`src/hdl/nspm_pkg.sv`:
```
`timescale 1ns / 1ps
// ----------------------------------------------------------------------------
// nspm_pkg
// Shared types and constants of the nearest screen pointer mapper.
// ----------------------------------------------------------------------------
package nspm_pkg;

   localparam int XW  = 28;          // signed Q.8 coordinate width
   localparam int DSW = 2 * XW + 1;  // squared distance sum width
   localparam int TW  = 23;          // clamped source offset width
   localparam int DW  = TW + 15;     // scale product and dividend width
   localparam int REQ_W = 176;
   localparam int RSP_W = 32;

   localparam logic [2:0] CSR_SCREEN_COUNT = 3'd0;
   localparam logic [2:0] CSR_BOX_ORIGIN_X = 3'd1;
   localparam logic [2:0] CSR_BOX_ORIGIN_Y = 3'd2;
   localparam logic [2:0] CSR_BOX_WIDTH    = 3'd3;
   localparam logic [2:0] CSR_BOX_HEIGHT   = 3'd4;

   localparam logic ACT_LOAD = 1'b0;
   localparam logic ACT_MAP  = 1'b1;

   typedef struct packed {
      logic signed [15:0] left;
      logic signed [15:0] top;
      logic [14:0]        width;
      logic [14:0]        height;
   } rect_type;

   typedef struct packed {
      logic accept;
      logic fetch;
      logic square;
      logic compare;
      logic map_set;
      logic div_step;
      logic place;
   } cmd_type;

   typedef struct packed {
      logic more;
      logic div_done;
      logic out_free;
   } sts_type;

endpackage

```
`src/hdl/nspm_ctrl.sv`:
```
`timescale 1ns / 1ps
// ----------------------------------------------------------------------------
// nspm_ctrl
// Sequencer: screen search walk, serial divide and result placement.
// ----------------------------------------------------------------------------
module nspm_ctrl (
   input  logic             clock,
   input  logic             reset,
   input  logic             req_tvalid,
   input  logic             req_action,
   output logic             req_tready,
   input  nspm_pkg::sts_type sts,
   output nspm_pkg::cmd_type cmd
);
   import nspm_pkg::*;

   typedef enum logic [6:0] {
      ST_IDLE   = 7'b0000001,
      ST_FETCH  = 7'b0000010,
      ST_SQUARE = 7'b0000100,
      ST_CMP    = 7'b0001000,
      ST_MAPSET = 7'b0010000,
      ST_DIV    = 7'b0100000,
      ST_PLACE  = 7'b1000000
   } state_type;

   state_type state_ff, state_in;

   always_comb begin
      state_in   = state_ff;
      cmd        = '0;
      req_tready = 1'b0;
      case (state_ff)
         ST_IDLE: begin
            req_tready = 1'b1;
            cmd.accept = req_tvalid;
            if (req_tvalid && req_action == ACT_MAP) state_in = ST_FETCH;
         end
         ST_FETCH: begin
            if (sts.more) begin
               cmd.fetch = 1'b1;
               state_in  = ST_SQUARE;
            end else begin
               state_in = ST_MAPSET;
            end
         end
         ST_SQUARE: begin
            cmd.square = 1'b1;
            state_in   = ST_CMP;
         end
         ST_CMP: begin
            cmd.compare = 1'b1;
            state_in    = ST_FETCH;
         end
         ST_MAPSET: begin
            cmd.map_set = 1'b1;
            state_in    = ST_DIV;
         end
         ST_DIV: begin
            cmd.div_step = 1'b1;
            if (sts.div_done) state_in = ST_PLACE;
         end
         ST_PLACE: begin
            if (sts.out_free) begin
               cmd.place = 1'b1;
               state_in  = ST_IDLE;
            end
         end
         default: state_in = ST_IDLE;
      endcase
   end

   always_ff @(posedge clock) begin
      if (reset) state_ff <= ST_IDLE;
      else       state_ff <= state_in;
   end

endmodule

```
`config.mk`:
```
export PLATFORM = sky130hd
export DESIGN_NAME = nspm_ctrl
export DESIGN_NICKNAME = d
export VERILOG_FILES = /design/src/hdl/nspm_pkg.sv /design/src/hdl/nspm_ctrl.sv
export SDC_FILE = /design/constraint.sdc
export NUM_CORES = 1
export LEC_CHECK = 0
export ABC_AREA = 0
export BUFFER_PORTS_ARGS = -buffer_cell sky130_fd_sc_hd__buf_2
export CAP_MARGIN = 20
export CORE_MARGIN = 3
export CORE_UTILIZATION = 30
export DETAILED_ROUTE_END_ITERATION = 8
export GPL_TIMING_DRIVEN = 0
export SETUP_SLACK_MARGIN = 0.15
export SYNTH_ARGS = -nofsm -noshare
export SYNTH_HDL_FRONTEND = slang
export SYNTH_SLANG_ARGS = --single-unit
```
`constraint.sdc`:
```
create_clock -name clock -period 1.55 [get_ports clock]
set_clock_uncertainty 0.2 [all_clocks]
set_input_delay 0.0775 -clock clock [delete_from_list [all_inputs] [get_ports clock]]
set_output_delay 0.0775 -clock clock [all_outputs]
set_load 0.01 [all_outputs]
```
==> flow_summary.toml <==
[floorplanning]
io-pin-count = 15
core_area_mm2 = 0.00122
rows = 12
start_util_pct = 34.7
die_h_um = 43.5
dieArea_mm2 = 0.00189
die_x_um = 43.5

[min_path]
hold_depth = 5
hold_class = "in2reg"

[layout]
seqCellArea_um2 = 156
largestRegisters = "state_ff: 7 flops"
largest_reg_flops = 7
multi_input_area_um2 = 389
regMostFlops = "state_ff"
final_util_pct = 73.5
area_growth_pct = 112
nNetsFinal = 97
instances_no_fill = 103
diodes = 0
fillerInstances = 83
drive_gt1_share_pct = 73.0
final_area_um2 = 893

[route]
drc_errors = 0
wl_mm = 1.40
viasPerCell = 5.13
ant_nets = 0
drtIter0Drc = 6
wire_per_inst_um = 13.6
num_vias = 528
first_pass_iters = 4

[power_and_ir_drop]
power.density_mw_per_mm2 = 838
p_total_uw = 749
p_leak_nw = 0.378
peakVddDrop_mv = 0.544

[placed_design]
pre_cts_slack_ns = -0.191
placed_area_um2 = 519
hpwlAfterDp_um = 675
gp_congestion = 0.649
dp_cells = 75
port_buffers = 14

[critical_path]
cp_slowest_stage_delay_ns = 0.31
cp.buffers_inverters = 5
cp.depth = 8
required_ns = 1.27
startpoint_type = "flop"
path_max_fanout = 4
ff2ff_path_depth = 11
crit_family = "buffers and inverters"
cp_data_arrival_time_ns = 1.61
path_class = "reg2out"
cp_slowest_cell = "dfxtp_2"
crit_chain = "buf_4 -> buf_6 -> buf_6 -> buf_6 -> nor2_2 -> nand3b_1 -> nor2_2 -> buf_2"
worstSetupEndpointType = "primary output"
crit_top_cell = "buf_6"

[global_routing]
grt_overflow_total = 0
grt_pass1_vias = 578
grt_pass1_wl_mm = 2.38
antenna_found_initial = 0
track_usage_pct = 17.3
grt_max_degree = 8

[yosys]
yosys-top-cells-area = "dfxtp_1, nor4_4, nor2_1"
synth_cell_types = 24
ys_ff_latch = 7
syn_nets = 54
syn-instance-count = 47
synth_top_cell_area_share_pct = 33.2
synth_top_area_cell = "dfxtp_1"
netlist_area_um2 = 422
yosysSeqAreaShare_pct = 33.2
yosysWarnings = 0
syn_avg_cell_area_um2 = 8.97

[timing]
period_share_pct = 122
rsz0062_at_grt = "yes"
max_slew_margin_pct = 84.0
max_freq_mhz = 529
slew_violations = 0
worst_pin_slew_ns = 0.238
fin_setup_tns_ns = -3.34
worst_slack_ns = -0.340
holdWs_ns = 0.197
fin_crit_ns = 1.89
hold_violations = 0
setup_viol = 15

[status]
status = "finished with violations"
violations = "setup timing"

[run]
drv_cap = 0

[clocking]
clk_pin_slew_ns = 0.05
cts_tree = "yes"
cts_made_buffers = 3
cts.path.max_buffers = 2
cts.sinks = 7
clock-root-buffer = "clkbuf_4"
clock_latency_ns = 0.25
cts.htree.levels = 1
layer usage:
layer	global-route usage, %	share of wire, %
met3	2.49	3.6
met1	17.3	44
met2	31.9	48
met5	0	0
met4	12.7	4.2
path summary, 6_finish.rpt:
kind / startpoint / end / slack (ns)
setup / recovery: state_ff[0]$_SDFFE_PP1P_ / cmd[3] / -0.34
hold / removal: sts[0] / state_ff[6]$_SDFFE_PP0P_ / 0.20
setup reg to reg: state_ff[0]$_SDFFE_PP1P_ / state_ff[1]$_SDFFE_PP0P_ / -0.33
hold reg to reg: state_ff[6]$_SDFFE_PP0P_ / state_ff[5]$_SDFFE_PP0P_ / 0.37
Yosys cell counts:
master and n:
and2_4 1, o41ai_1 1, nand2_1 4, or4_4 1
o21a_1 1, a31oi_1 1, xnor2_1 1, nor3_1 2
a21oi_1 2, nor4_4 2, inv_1 1, a21o_1 1
and2_1 2, o211a_1 1, nor4_1 2, or3_2 1
nand2b_1 2, nand3b_1 2, dfxtp_1 7, or3_4 1
nor3b_1 3, and3_1 1, a21oi_2 1, nor2_1 6
kinds of logic (layout without fill, tap and decap cells):
| logic type | Yosys count | after routing | synth area share (%) |
|---|---|---|---|
| AOI/OAI and AO/OA | 8 | 8 | 13.9 |
| buffers and inverters | 1 | 43 | 0.889 |
| DFF | 7 | 7 | 33.2 |
| xor gates and xnor gates | 1 | 1 | 2.08 |
| and+or+nand+nor | 30 | 30 | 49.8 |
report_power, final:
| group | total [mW] | switching [mW] | internal, mW | leakage, nW |
|---|---|---|---|---|
| Sequential | 0.198 | 0.00741 | 0.191 | 0.0603 |
| Combinational | 0.386 | 0.171 | 0.215 | 0.303 |
| Clock | 0.165 | 0.0667 | 0.0982 | 0.0150 |
| Total | 0.749 | 0.245 | 0.504 | 0.378 |
worst register-to-register path, stage by stage, from the launching register on:
cell and delay, ns:
dfxtp_2 0.31, buf_4 0.13, buf_6 0.10, buf_6 0.10, buf_6 0.12, nor2_2 0.11, nand3b_1 0.18, nor2_2 0.15
buf_4 0.12, buf_4 0.09, buf_4 0.09, o21a_1 0.11
area by class of cell:
| type | instances | share of cell area [%] |
|---|---|---|
| sequential | 7 | 17.5 |
| timing repair buffer | 38 | 33.6 |
| clock buffer | 4 | 2.94 |
| inverter | 1 | 0.420 |
| multi-input combinational | 39 | 43.6 |
| tap | 14 | 1.96 |
what timing repair did:
action	4_1_cts	5_1_grt
buffers inserted	19	0
hold buffers	5	0
pin swaps	15	7
hold endpoints to repair	7	0
setup endpoints to repair	15	15
gates resized for setup	21	14
cell usage in the layout, fill, tap and decap left out, drive strengths merged, types with 2 or more instances in the layout:
cell,count
clkbuf,4
a21oi,3
and2,3
buf,33
nor3b,3
dlygate4sd3,5
nor2,6
nand2,4
nand3b,2
nand2b,2
dfxtp,7
nor3,2
or3,2
nor4,4
Power figures use the tool's default switching activity.
